### config.mk
export PLATFORM = sky130hd
export DESIGN_NAME = prp_dma_segment_builder
export DESIGN_NICKNAME = d
export VERILOG_FILES = /design/src/sv/prp_seg_pkg.sv /design/src/sv/prp_seg_take.sv /design/src/sv/prp_seg_fifo.sv /design/src/sv/prp_dma_segment_builder.sv
export VERILOG_INCLUDE_DIRS = /design/src /design/src/sv
export SDC_FILE = /design/constraint.sdc
export NUM_CORES = 2
export LEC_CHECK = 0
export BUFFER_PORTS_ARGS = -buffer_cell sky130_fd_sc_hd__buf_2
export CAP_MARGIN = 20
export CORE_MARGIN = 8
export CORE_UTILIZATION = 51
export CTS_BUF_LIST = sky130_fd_sc_hd__clkbuf_8
export DETAILED_ROUTE_END_ITERATION = 6
export PLACE_DENSITY = 0.67
export SLEW_MARGIN = 20
export SYNTH_ARGS = -nofsm -noshare
export SYNTH_HDL_FRONTEND = slang
export SYNTH_SLANG_ARGS = --single-unit
### constraint.sdc
create_clock -name clock -period 23.5 [get_ports clock]
set_input_delay 4.7 -clock clock [delete_from_list [all_inputs] [get_ports clock]]
set_output_delay 4.7 -clock clock [all_outputs]
set_load 0.02 [all_outputs]
### src/sv/prp_dma_segment_builder_macros.svh
// Assertion macros shared by the segment builder RTL.
// Needs signals named clock and reset in the scope of each use.
`ifndef PRP_DMA_SEGMENT_BUILDER_MACROS_SVH
`define PRP_DMA_SEGMENT_BUILDER_MACROS_SVH

// cond must hold at every clock edge outside reset
`define PRP_ASSERT_ALWAYS(label, cond, msg) \
   label: assert property (@(posedge clock) disable iff (reset) (cond)) else $error(msg);

// cons must hold in the same cycle as ante
`define PRP_ASSERT_IMPLY(label, ante, cons, msg) \
   label: assert property (@(posedge clock) disable iff (reset) (ante) |-> (cons)) \
      else $error(msg);

// cons must hold in the cycle after ante
`define PRP_ASSERT_NEXT(label, ante, cons, msg) \
   label: assert property (@(posedge clock) disable iff (reset) (ante) |=> (cons)) \
      else $error(msg);

`endif

### src/sv/prp_seg_pkg.sv
// Shared types and constants of the PRP segment builder.
// No dependencies; used by prp_seg_take, prp_seg_fifo and the top level.
package prp_seg_pkg;

   localparam int PAGE_BYTES_DEF = 4096;
   localparam int LIST_ENTRIES   = 512;
   // chained lists are not followed, so one list's entries cap the fetch, within the count field
   localparam int LIST_CAP       = (LIST_ENTRIES > 1023) ? 1023 : LIST_ENTRIES;

   localparam int ADDR_W = 64;
   localparam int OFF_W  = 48;
   localparam int LEN_W  = 22;
   localparam int CNT_W  = 10;

   localparam int FIFO_DEPTH = 4;
   localparam int PTR_W      = $clog2(FIFO_DEPTH);
   localparam int FCNT_W     = $clog2(FIFO_DEPTH + 1);

   typedef enum logic {
      ACT_BEGIN = 1'b0,
      ACT_ENTRY = 1'b1
   } action_type;

   typedef enum logic {
      KIND_FETCH   = 1'b0,
      KIND_SEGMENT = 1'b1
   } kind_type;

   // one output word; offset is the running storage offset, base added at the port
   typedef struct packed {
      kind_type              kind;
      logic [ADDR_W-1:0]     host;
      logic [OFF_W-1:0]      offset;
      logic [LEN_W-1:0]      bytes;
      logic [CNT_W-1:0]      count;
      logic                  dir;
      logic                  last;
   } word_type;

   // one page taken against the segment under construction
   typedef struct packed {
      logic [ADDR_W-1:0] page;
      logic [ADDR_W-1:0] pend_start;
      logic [LEN_W-1:0]  pend_bytes;
      logic [ADDR_W-1:0] prev_page;
      logic [LEN_W-1:0]  bytes_left;
   } take_in_type;

   typedef struct packed {
      logic              flush;      // old segment closes, not last
      logic [ADDR_W-1:0] new_start;
      logic [LEN_W-1:0]  new_bytes;
      logic [LEN_W-1:0]  bytes_left;
      logic              done;       // no bytes left: segment closes as last
   } take_out_type;

endpackage

### src/sv/prp_seg_take.sv
// One page step: cut at page offset and remaining bytes, merge or split.
// Depends on prp_seg_pkg.
module prp_seg_take #(
   parameter int PAGE_BYTES = prp_seg_pkg::PAGE_BYTES_DEF
) (
   input  prp_seg_pkg::take_in_type  take_i,
   output prp_seg_pkg::take_out_type take_o
);
   import prp_seg_pkg::*;

   localparam int PAGE_LOG2 = $clog2(PAGE_BYTES);
   localparam int SPAN_W    = PAGE_LOG2 + 1;

   logic [SPAN_W-1:0] span;
   logic [LEN_W-1:0]  span_len;
   logic [LEN_W-1:0]  take_len;
   logic              merge;

   assign span     = SPAN_W'(PAGE_BYTES) - {1'b0, take_i.page[PAGE_LOG2-1:0]};
   assign span_len = LEN_W'(span);
   assign take_len = (span_len > take_i.bytes_left) ? take_i.bytes_left : span_len;

   // contiguous with the previous page: grow the open segment
   assign merge = (take_i.pend_bytes != '0) &&
                  (take_i.page == take_i.prev_page + ADDR_W'(PAGE_BYTES));

   always_comb begin
      take_o.flush      = (take_i.pend_bytes != '0) && !merge;
      take_o.new_start  = merge ? take_i.pend_start : take_i.page;
      take_o.new_bytes  = merge ? (take_i.pend_bytes + take_len) : take_len;
      take_o.bytes_left = take_i.bytes_left - take_len;
      take_o.done       = (take_i.bytes_left == take_len);
   end

endmodule

### src/sv/prp_seg_fifo.sv
// Small result queue: up to two words in per cycle, one word out while out_stall is low.
// Depends on prp_seg_pkg and the assertion macro header.
module prp_seg_fifo (
   input  logic                  clock,
   input  logic                  reset,
   input  logic [1:0]            push_n,
   input  prp_seg_pkg::word_type push_w0,
   input  prp_seg_pkg::word_type push_w1,
   output logic                  in_stall,
   output logic                  out_valid,
   input  logic                  out_stall,
   output prp_seg_pkg::word_type out_word
);
   import prp_seg_pkg::*;
`include "prp_dma_segment_builder_macros.svh"

   word_type          mem_ff [FIFO_DEPTH];
   logic [PTR_W-1:0]  wr_ptr_ff, wr_ptr_in;
   logic [PTR_W-1:0]  rd_ptr_ff, rd_ptr_in;
   logic [FCNT_W-1:0] count_ff, count_in;
   logic              pop;

   assign out_valid = (count_ff != '0);
   assign out_word  = mem_ff[rd_ptr_ff];
   assign pop       = out_valid && !out_stall;
   // keep room for the largest burst of one item
   assign in_stall  = (count_ff > FCNT_W'(FIFO_DEPTH - 2));

   always_comb begin
      wr_ptr_in = wr_ptr_ff + PTR_W'(push_n);
      rd_ptr_in = rd_ptr_ff + PTR_W'(pop);
      count_in  = count_ff + FCNT_W'(push_n) - FCNT_W'(pop);
   end

   always_ff @(posedge clock) begin
      if (reset) begin
         wr_ptr_ff <= '0;
         rd_ptr_ff <= '0;
         count_ff  <= '0;
      end else begin
         wr_ptr_ff <= wr_ptr_in;
         rd_ptr_ff <= rd_ptr_in;
         count_ff  <= count_in;
      end
   end

   always_ff @(posedge clock) begin
      if (push_n != 2'd0) begin
         mem_ff[wr_ptr_ff] <= push_w0;
      end
      if (push_n == 2'd2) begin
         mem_ff[wr_ptr_ff + PTR_W'(1)] <= push_w1;
      end
   end

   `PRP_ASSERT_IMPLY(a_no_overflow, push_n != 2'd0, (FCNT_W+1)'(count_ff) + (FCNT_W+1)'(push_n) <= (FCNT_W+1)'(FIFO_DEPTH), "result queue overflow")
   `PRP_ASSERT_ALWAYS(a_count_bound, count_ff <= FCNT_W'(FIFO_DEPTH), "result queue count out of range")
   `PRP_ASSERT_NEXT(a_empty_stays, count_ff == '0 && push_n == 2'd0, !out_valid, "word appeared without a push")

endmodule

### src/sv/prp_dma_segment_builder.sv
// Top level of the PRP to DMA segment builder.
// Depends on prp_seg_pkg, prp_seg_take, prp_seg_fifo and the macro header.
//
// Use:
//   req_* carries one word per accepted item: a begin command (direction,
//   length, storage offset, PRP1, PRP2) or one PRP list entry.
//   rsp_* returns fetch requests for the PRP list and DMA copy segments;
//   the final segment of a command has rsp_last set.
//   csr_wr_en/csr_wr_data load the storage base; write it only while idle.
// Timing:
//   One item is accepted per cycle while req_stall is low. Its words show
//   on rsp_* once the words queued ahead of them have left. An item yields
//   zero, one or two words; the output drains one word per cycle while
//   rsp_stall is low. A four-word result queue sits between the two sides
//   and req_stall rises while more than two words are held.
// Reset:
//   Synchronous, active high. Clears the queue, busy flag, list entry count
//   and storage base. A begin item drops any command still in progress.
// Stall:
//   While rsp_stall is high the head word holds; the queue keeps taking
//   items until it can no longer fit a two-word burst.
module prp_dma_segment_builder #(
   parameter int PAGE_BYTES = prp_seg_pkg::PAGE_BYTES_DEF
) (
   input  logic                              clock,
   input  logic                              reset,
   // configuration
   input  logic                              csr_wr_en,
   input  logic [prp_seg_pkg::OFF_W-1:0]     csr_wr_data,
   // request channel
   input  logic                              req_valid,
   output logic                              req_stall,
   input  logic                              req_action,
   input  logic                              req_to_device,
   input  logic [prp_seg_pkg::LEN_W-1:0]     req_length_bytes,
   input  logic [prp_seg_pkg::OFF_W-1:0]     req_storage_offset,
   input  logic [prp_seg_pkg::ADDR_W-1:0]    req_prp_first,
   input  logic [prp_seg_pkg::ADDR_W-1:0]    req_prp_second,
   input  logic [prp_seg_pkg::ADDR_W-1:0]    req_list_entry,
   // response channel
   output logic                              rsp_valid,
   input  logic                              rsp_stall,
   output logic                              rsp_kind,
   output logic [prp_seg_pkg::ADDR_W-1:0]    rsp_host_addr,
   output logic [prp_seg_pkg::OFF_W-1:0]     rsp_device_addr,
   output logic [prp_seg_pkg::LEN_W-1:0]     rsp_seg_bytes,
   output logic [prp_seg_pkg::CNT_W-1:0]     rsp_list_count,
   output logic                              rsp_write_dir,
   output logic                              rsp_last
);
   import prp_seg_pkg::*;
`include "prp_dma_segment_builder_macros.svh"

   localparam int PAGE_LOG2 = $clog2(PAGE_BYTES);

   // configuration and command state
   logic [OFF_W-1:0]  storage_base_ff;
   logic              busy_ff, busy_in;
   logic              direction_ff, direction_in;
   logic [LEN_W-1:0]  bytes_left_ff, bytes_left_in;
   logic [OFF_W-1:0]  running_offset_ff, running_offset_in;
   logic [ADDR_W-1:0] pending_start_ff, pending_start_in;
   logic [LEN_W-1:0]  pending_bytes_ff, pending_bytes_in;
   logic [ADDR_W-1:0] previous_entry_ff, previous_entry_in;
   logic [CNT_W-1:0]  entries_left_ff, entries_left_in;

   logic              accept;
   logic              is_begin;
   take_in_type       first_in, step_in;
   take_out_type      first_out, step_out;
   logic [OFF_W-1:0]  offset_base;
   logic [OFF_W-1:0]  offset_after;
   logic [LEN_W:0]    need_sum;
   logic [LEN_W:0]    need_raw;
   logic [CNT_W-1:0]  need;
   logic [CNT_W-1:0]  entries_dec;
   logic              cmd_dir;
   word_type          flush_word, final_word;
   word_type          push_w0, push_w1;
   logic [1:0]        push_n;
   logic              fifo_stall;
   word_type          head;

   assign accept   = req_valid && !req_stall;
   assign is_begin = (req_action == ACT_BEGIN);
   assign cmd_dir  = is_begin ? req_to_device : direction_ff;

   // PRP1 always opens a fresh segment
   always_comb begin
      first_in.page       = req_prp_first;
      first_in.pend_start = '0;
      first_in.pend_bytes = '0;
      first_in.prev_page  = '0;
      first_in.bytes_left = req_length_bytes;
   end

   prp_seg_take #(.PAGE_BYTES(PAGE_BYTES)) u_take_first (
      .take_i (first_in),
      .take_o (first_out)
   );

   // shared step: PRP2 for a two-page begin, or the arriving list entry
   always_comb begin
      if (is_begin) begin
         step_in.page       = req_prp_second;
         step_in.pend_start = req_prp_first;
         step_in.pend_bytes = first_out.new_bytes;
         step_in.prev_page  = req_prp_first;
         step_in.bytes_left = first_out.bytes_left;
      end else begin
         step_in.page       = req_list_entry;
         step_in.pend_start = pending_start_ff;
         step_in.pend_bytes = pending_bytes_ff;
         step_in.prev_page  = previous_entry_ff;
         step_in.bytes_left = bytes_left_ff;
      end
   end

   prp_seg_take #(.PAGE_BYTES(PAGE_BYTES)) u_take_step (
      .take_i (step_in),
      .take_o (step_out)
   );

   // storage offset moves on only when a segment closes
   assign offset_base  = is_begin ? req_storage_offset : running_offset_ff;
   assign offset_after = step_out.flush ? (offset_base + OFF_W'(step_in.pend_bytes))
                                        : offset_base;

   // list entries to fetch: pages still needed, capped
   assign need_sum    = {1'b0, first_out.bytes_left} + (LEN_W+1)'(PAGE_BYTES - 1);
   assign need_raw    = need_sum >> PAGE_LOG2;
   assign need        = (need_raw > (LEN_W+1)'(LIST_CAP)) ? CNT_W'(LIST_CAP)
                                                          : need_raw[CNT_W-1:0];
   assign entries_dec = entries_left_ff - CNT_W'(entries_left_ff != '0);

   always_comb begin
      flush_word.kind   = KIND_SEGMENT;
      flush_word.host   = step_in.pend_start;
      flush_word.offset = offset_base;
      flush_word.bytes  = step_in.pend_bytes;
      flush_word.count  = '0;
      flush_word.dir    = cmd_dir;
      flush_word.last   = 1'b0;

      final_word.kind   = KIND_SEGMENT;
      final_word.host   = step_out.new_start;
      final_word.offset = offset_after;
      final_word.bytes  = step_out.new_bytes;
      final_word.count  = '0;
      final_word.dir    = cmd_dir;
      final_word.last   = 1'b1;
   end

   always_comb begin
      busy_in           = busy_ff;
      direction_in      = direction_ff;
      bytes_left_in     = bytes_left_ff;
      running_offset_in = running_offset_ff;
      pending_start_in  = pending_start_ff;
      pending_bytes_in  = pending_bytes_ff;
      previous_entry_in = previous_entry_ff;
      entries_left_in   = entries_left_ff;
      push_n            = 2'd0;
      push_w0           = flush_word;
      push_w1           = final_word;

      if (accept && is_begin) begin
         busy_in           = 1'b0;
         entries_left_in   = '0;
         direction_in      = req_to_device;
         bytes_left_in     = req_length_bytes;
         running_offset_in = req_storage_offset;
         pending_start_in  = '0;
         pending_bytes_in  = '0;
         if (req_length_bytes == '0) begin
            // zero length: nothing to move
         end else if (first_out.done) begin
            // all bytes inside the first page
            push_n            = 2'd1;
            push_w0           = final_word;
            push_w0.host      = req_prp_first;
            push_w0.offset    = req_storage_offset;
            push_w0.bytes     = first_out.new_bytes;
            previous_entry_in = req_prp_first;
            bytes_left_in     = '0;
         end else if (first_out.bytes_left <= LEN_W'(PAGE_BYTES)) begin
            // PRP2 is the second data page
            previous_entry_in = req_prp_second;
            bytes_left_in     = step_out.bytes_left;
            running_offset_in = offset_after;
            pending_start_in  = step_out.new_start;
            pending_bytes_in  = step_out.done ? '0 : step_out.new_bytes;
            push_n            = 2'(step_out.flush) + 2'(step_out.done);
            if (!step_out.flush) begin
               push_w0 = final_word;
            end
         end else begin
            // PRP2 points at a list: ask for it and wait
            push_n            = 2'd1;
            push_w0.kind      = KIND_FETCH;
            push_w0.host      = req_prp_second;
            push_w0.offset    = '0;
            push_w0.bytes     = '0;
            push_w0.count     = need;
            push_w0.dir       = req_to_device;
            push_w0.last      = 1'b0;
            busy_in           = 1'b1;
            entries_left_in   = need;
            pending_start_in  = req_prp_first;
            pending_bytes_in  = first_out.new_bytes;
            previous_entry_in = req_prp_first;
            bytes_left_in     = first_out.bytes_left;
         end
      end else if (accept && busy_ff) begin
         // list entry; entries while idle fall through untouched
         previous_entry_in = req_list_entry;
         bytes_left_in     = step_out.bytes_left;
         running_offset_in = offset_after;
         pending_start_in  = step_out.new_start;
         pending_bytes_in  = step_out.new_bytes;
         entries_left_in   = entries_dec;
         if (step_out.done || entries_dec == '0) begin
            // out of bytes, or a short list: close as last
            push_n           = 2'(step_out.flush) + 2'd1;
            busy_in          = 1'b0;
            entries_left_in  = '0;
            bytes_left_in    = '0;
            pending_bytes_in = '0;
         end else begin
            push_n = 2'(step_out.flush);
         end
         if (!step_out.flush) begin
            push_w0 = final_word;
         end
      end
   end

   always_ff @(posedge clock) begin
      if (reset) begin
         storage_base_ff <= '0;
         busy_ff         <= 1'b0;
         entries_left_ff <= '0;
      end else begin
         if (csr_wr_en) begin
            storage_base_ff <= csr_wr_data;
         end
         busy_ff         <= busy_in;
         entries_left_ff <= entries_left_in;
      end
   end

   always_ff @(posedge clock) begin
      direction_ff      <= direction_in;
      bytes_left_ff     <= bytes_left_in;
      running_offset_ff <= running_offset_in;
      pending_start_ff  <= pending_start_in;
      pending_bytes_ff  <= pending_bytes_in;
      previous_entry_ff <= previous_entry_in;
   end

   prp_seg_fifo u_fifo (
      .clock     (clock),
      .reset     (reset),
      .push_n    (push_n),
      .push_w0   (push_w0),
      .push_w1   (push_w1),
      .in_stall  (fifo_stall),
      .out_valid (rsp_valid),
      .out_stall (rsp_stall),
      .out_word  (head)
   );

   assign req_stall = fifo_stall;

   // base is added at the port; the user must keep it static while words are in flight, the block does not check
   assign rsp_kind        = head.kind;
   assign rsp_host_addr   = head.host;
   assign rsp_device_addr = (head.kind == KIND_SEGMENT) ? (storage_base_ff + head.offset)
                                                        : '0;
   assign rsp_seg_bytes   = head.bytes;
   assign rsp_list_count  = head.count;
   assign rsp_write_dir   = head.dir;
   assign rsp_last        = head.last;

   `PRP_ASSERT_IMPLY(a_busy_expects_entries, busy_ff, entries_left_ff != '0,
                     "busy with no list entries expected")
   `PRP_ASSERT_IMPLY(a_idle_entry_silent, accept && req_action == ACT_ENTRY && !busy_ff,
                     push_n == 2'd0, "entry while idle produced a word")
   `PRP_ASSERT_IMPLY(a_fetch_shape, rsp_valid && rsp_kind == KIND_FETCH,
                     !rsp_last && rsp_seg_bytes == '0, "malformed list fetch word")

endmodule
==> impl_metrics.yaml <==
detailed_routing:
  avgViaCountPerCell: 6.56
  drtIter0Drc: 6909
  ant_nets: 0
  routed_wl_um: 213000
  drt-pass1-iter-count: 7
  vias: 50500
  wl_per_cell_um: 27.6
  drc: 8
synthesis:
  avgSynthCellArea_um2: 10.0
  ys_seq_elements: 875
  synth-async-reset-ratio: 0
  synth-edff-count: 761
  netlist_top_cells_area: "edfxtp_1 (39%), mux4_2 (7.9%), o21ai_0 (5.6%), nand2_1 (5.4%), mux2i_1 (4.8%)"
  synth-warning-count: 0
  synth_area_mm2: 0.0580
  ys.flop_type: "edfxtp_1"
  yosysTopAreaCell: "edfxtp_1"
  synth_top_area_share: 0.394
  yosys-top-cells-count: "nand2_1 (837), edfxtp_1 (761), o21ai_0 (646)"
  synth-seq-area-share: 0.433
  synth_cells: 5772
  ys_types: 97
  yosysMostFrequentCell: "nand2_1"
finish:
  stdcell_count: 7692
  fin_area_mm2: 0.0644
  nets: 6528
  multiInputGateArea_mm2: 0.0309
  fillers: 9816
  ff_latch_area_mm2: 0.0251
  utilization: 0.572
  drive_gt1_frac: 0.180
  syn_to_final_growth_pct: 11.0
clocking:
  cts_tree: "built"
  ctsHoldBuffers: 0
  h-tree-depth: 4
  clock_sinks: 875
  numCtsBuffers: 158
  cts_root_buffer: "clkbuf_8"
  clk_latency_ns: 0.88
  clockBufferDepth: 3
  ctsResizeCount: 0
  post_cts_buffers: 0
  clk_pin_slew_ns: 0.06
status:
  violations: "design-rule violations"
  status: "finished with violations"
placement:
  dp_hpwl_um: 144000
  dpl.cell_count: 7388
  io_buffers: 465
  dpl_cell_area_mm2: 0.0613
  place.gp.congestion: 0.964
  dpl_worst_slack_ns: 5.83
critical_path:
  reg2reg_to: "u_fifo.mem_ff[2][119]"
  ff2ff_path_depth: 16
  reg2reg_slack_ns: 15.08
  required_ns: 23.97
  worstPathMaxFanout: 62
  crit_path_max_incr_delay_ns: 0.96
  worstSetupPathType: "in -> reg"
  cp.buffers_inverters: 8
  crit_arrival_ns: 17.22
  start_kind: "input pin"
  r2r-start: "previous_entry_ff[25]"
  slowest_stage: "nand2_4"
  path_common_cell: "o21ai_0"
  critical_path.top_delay_family: "simple AND/OR/NAND/NOR gates"
  end_kind: "flip-flop"
sta:
  hold_viol_final: 0
  fin_tns_setup_ns: 0
  hold_ws_ns: 0.460
  slew_violations: 0
  post-route-min-period_ns: 16.76
  fin_crit_sh: 0.713
  rsz0062_at_grt: "no"
  fin_ws_ns: 6.74
  clock_skew_ns: 0.0564
  setup-violations-final: 0
  max_freq_mhz: 59.7
  worst_pin_slew_ns: 1.19
  slew_headroom: 0.204
pwr:
  irDropWorstVdd_uv: 66.4
  seq_power_share: 0.356
  netSwitchingPower_mw: 2.19
  p_leak_nw: 23.3
  combinationalPowerShare: 0.390
  p_per_area_mw_per_mm2: 86.9
  clkPwrFrac: 0.254
  swShare: 0.392
  power_mw: 5.59
  p_int_mw: 3.40
floorplanning:
  die_x_um: 353
  die_area_mm2: 0.125
  die_h_um: 353
  start_util: 0.515
  core_area_mm2: 0.113
  pin_count: 466
  rows: 123
job:
  maxCapViolations: 0
worst_hold_path:
  hold_depth: 2
  hold_end: "u_fifo.mem_ff[1][9]"
  hp-class: "reg -> reg"
  holdCritStartpoint: "u_fifo.mem_ff[1][9]"
global_routing:
  grt_pass1_wl_um: 313000
  grt_antenna_before_repair: 26
  track_usage: 0.325
  grt_pass1_vias: 48500
  grt_max_degree: 115
  grt_overflow_total: 0
[power groups by stage]
| stage | combinational, mW | sequential (mW) | clock [mW] |
|---|---|---|---|
| after global routing | 2.33 | 2.01 | 1.50 |
| after floorplan | 1.47 | 1.99 | 0 |
| after global placement | 2.13 | 2.02 | 0 |
| final | 2.18 | 1.99 | 1.42 |
| after detailed placement | 2.15 | 2.02 | 0 |
| after CTS | 2.16 | 1.99 | 1.43 |
[registers in the layout (all words and copies together) (netlist names), 2 cells and up]
register           flops
u_fifo.rd_ptr_ff       2
pending_start_ff      64
pending_bytes_ff      22
u_fifo.count_ff        3
storage_base_ff       48
bytes_left_ff         22
previous_entry_ff     64
u_fifo.wr_ptr_ff       2
entries_left_ff       10
running_offset_ff     48
u_fifo.mem_ff        588
[placed cells by master (no fill, tap or decap), types with 136 or more instances in the layout]
| master | synthesis | final |
|---|---|---|
| xor2_1 | 136 | 136 |
| o21ai_0 | 646 | 642 |
| ha_1 | 154 | 154 |
| clkbuf_8 | 0 | 168 |
| nand2_1 | 837 | 833 |
| xnor2_1 | 185 | 185 |
| buf_2 | 46 | 465 |
| mux4_2 | 204 | 204 |
| a21oi_1 | 209 | 208 |
| edfxtp_1 | 761 | 761 |
| o22ai_1 | 321 | 321 |
| inv_1 | 123 | 169 |
| mux2i_1 | 278 | 278 |
| nor2_1 | 320 | 314 |
[worst max path at each step]
stage                startpoint               endpoint  slack [ns]  cells past startpoint
6_report       req_prp_first[0]  u_fifo.mem_ff[2][119]        6.74                     41
5_1_grt        req_prp_first[0]  u_fifo.mem_ff[2][119]        5.74                     44
4_1_cts        req_prp_first[0]  u_fifo.mem_ff[2][119]        6.72                     42
3_5_place_dp   req_prp_first[0]  u_fifo.mem_ff[2][122]        5.83                     45
3_3_place_gp   req_prp_first[0]  u_fifo.mem_ff[2][111]        6.04                     42
2_1_floorplan  req_prp_first[0]  u_fifo.mem_ff[1][100]        5.45                     51
[metal layers]
layer	wire length (um)	part of all wire	track usage
met5	63	0.00030	0
met4	10700	0.050	0.153
met3	24100	0.11	0.0773
met2	97000	0.46	0.516
met1	80700	0.38	0.420
[worst register-to-register path, cell delays in order, from the launching register on]
cell	delay [ns]
edfxtp_1	0.42
nand3_2	0.12
a222oi_1	0.97
nand4_1	0.61
nor4_1	0.91
mux2i_1	0.43
nor3_1	0.15
and4_1	0.21
a31oi_4	0.15
buf_4	0.59
ha_1	0.44
inv_1	0.06
nand3_1	0.06
a22o_1	0.39
or3_4	0.77
nand2_4	0.99
buf_4	0.73
[cells by family after synthesis]
kind of cell	after synthesis	synth area share
buf+inv	555	0.0381
compound gates	1603	0.168
xor+xnor	321	0.0485
fa+ha+maj	160	0.0353
mux	574	0.145
flops	875	0.433
simple gates	1683	0.131
other cells	1	0.0000647
[area by class of cell]
| cell class | count | area share |
|---|---|---|
| antenna | 16 | 0.000622 |
| inverter | 123 | 0.00731 |
| multi-input combinational | 4349 | 0.480 |
| clock inverter | 118 | 0.0110 |
| sequential | 875 | 0.391 |
| timing repair buffer | 544 | 0.0462 |
| clock buffer | 167 | 0.0357 |
| tap | 1500 | 0.0292 |
Note: power is estimated with default switching activity, not from simulation.
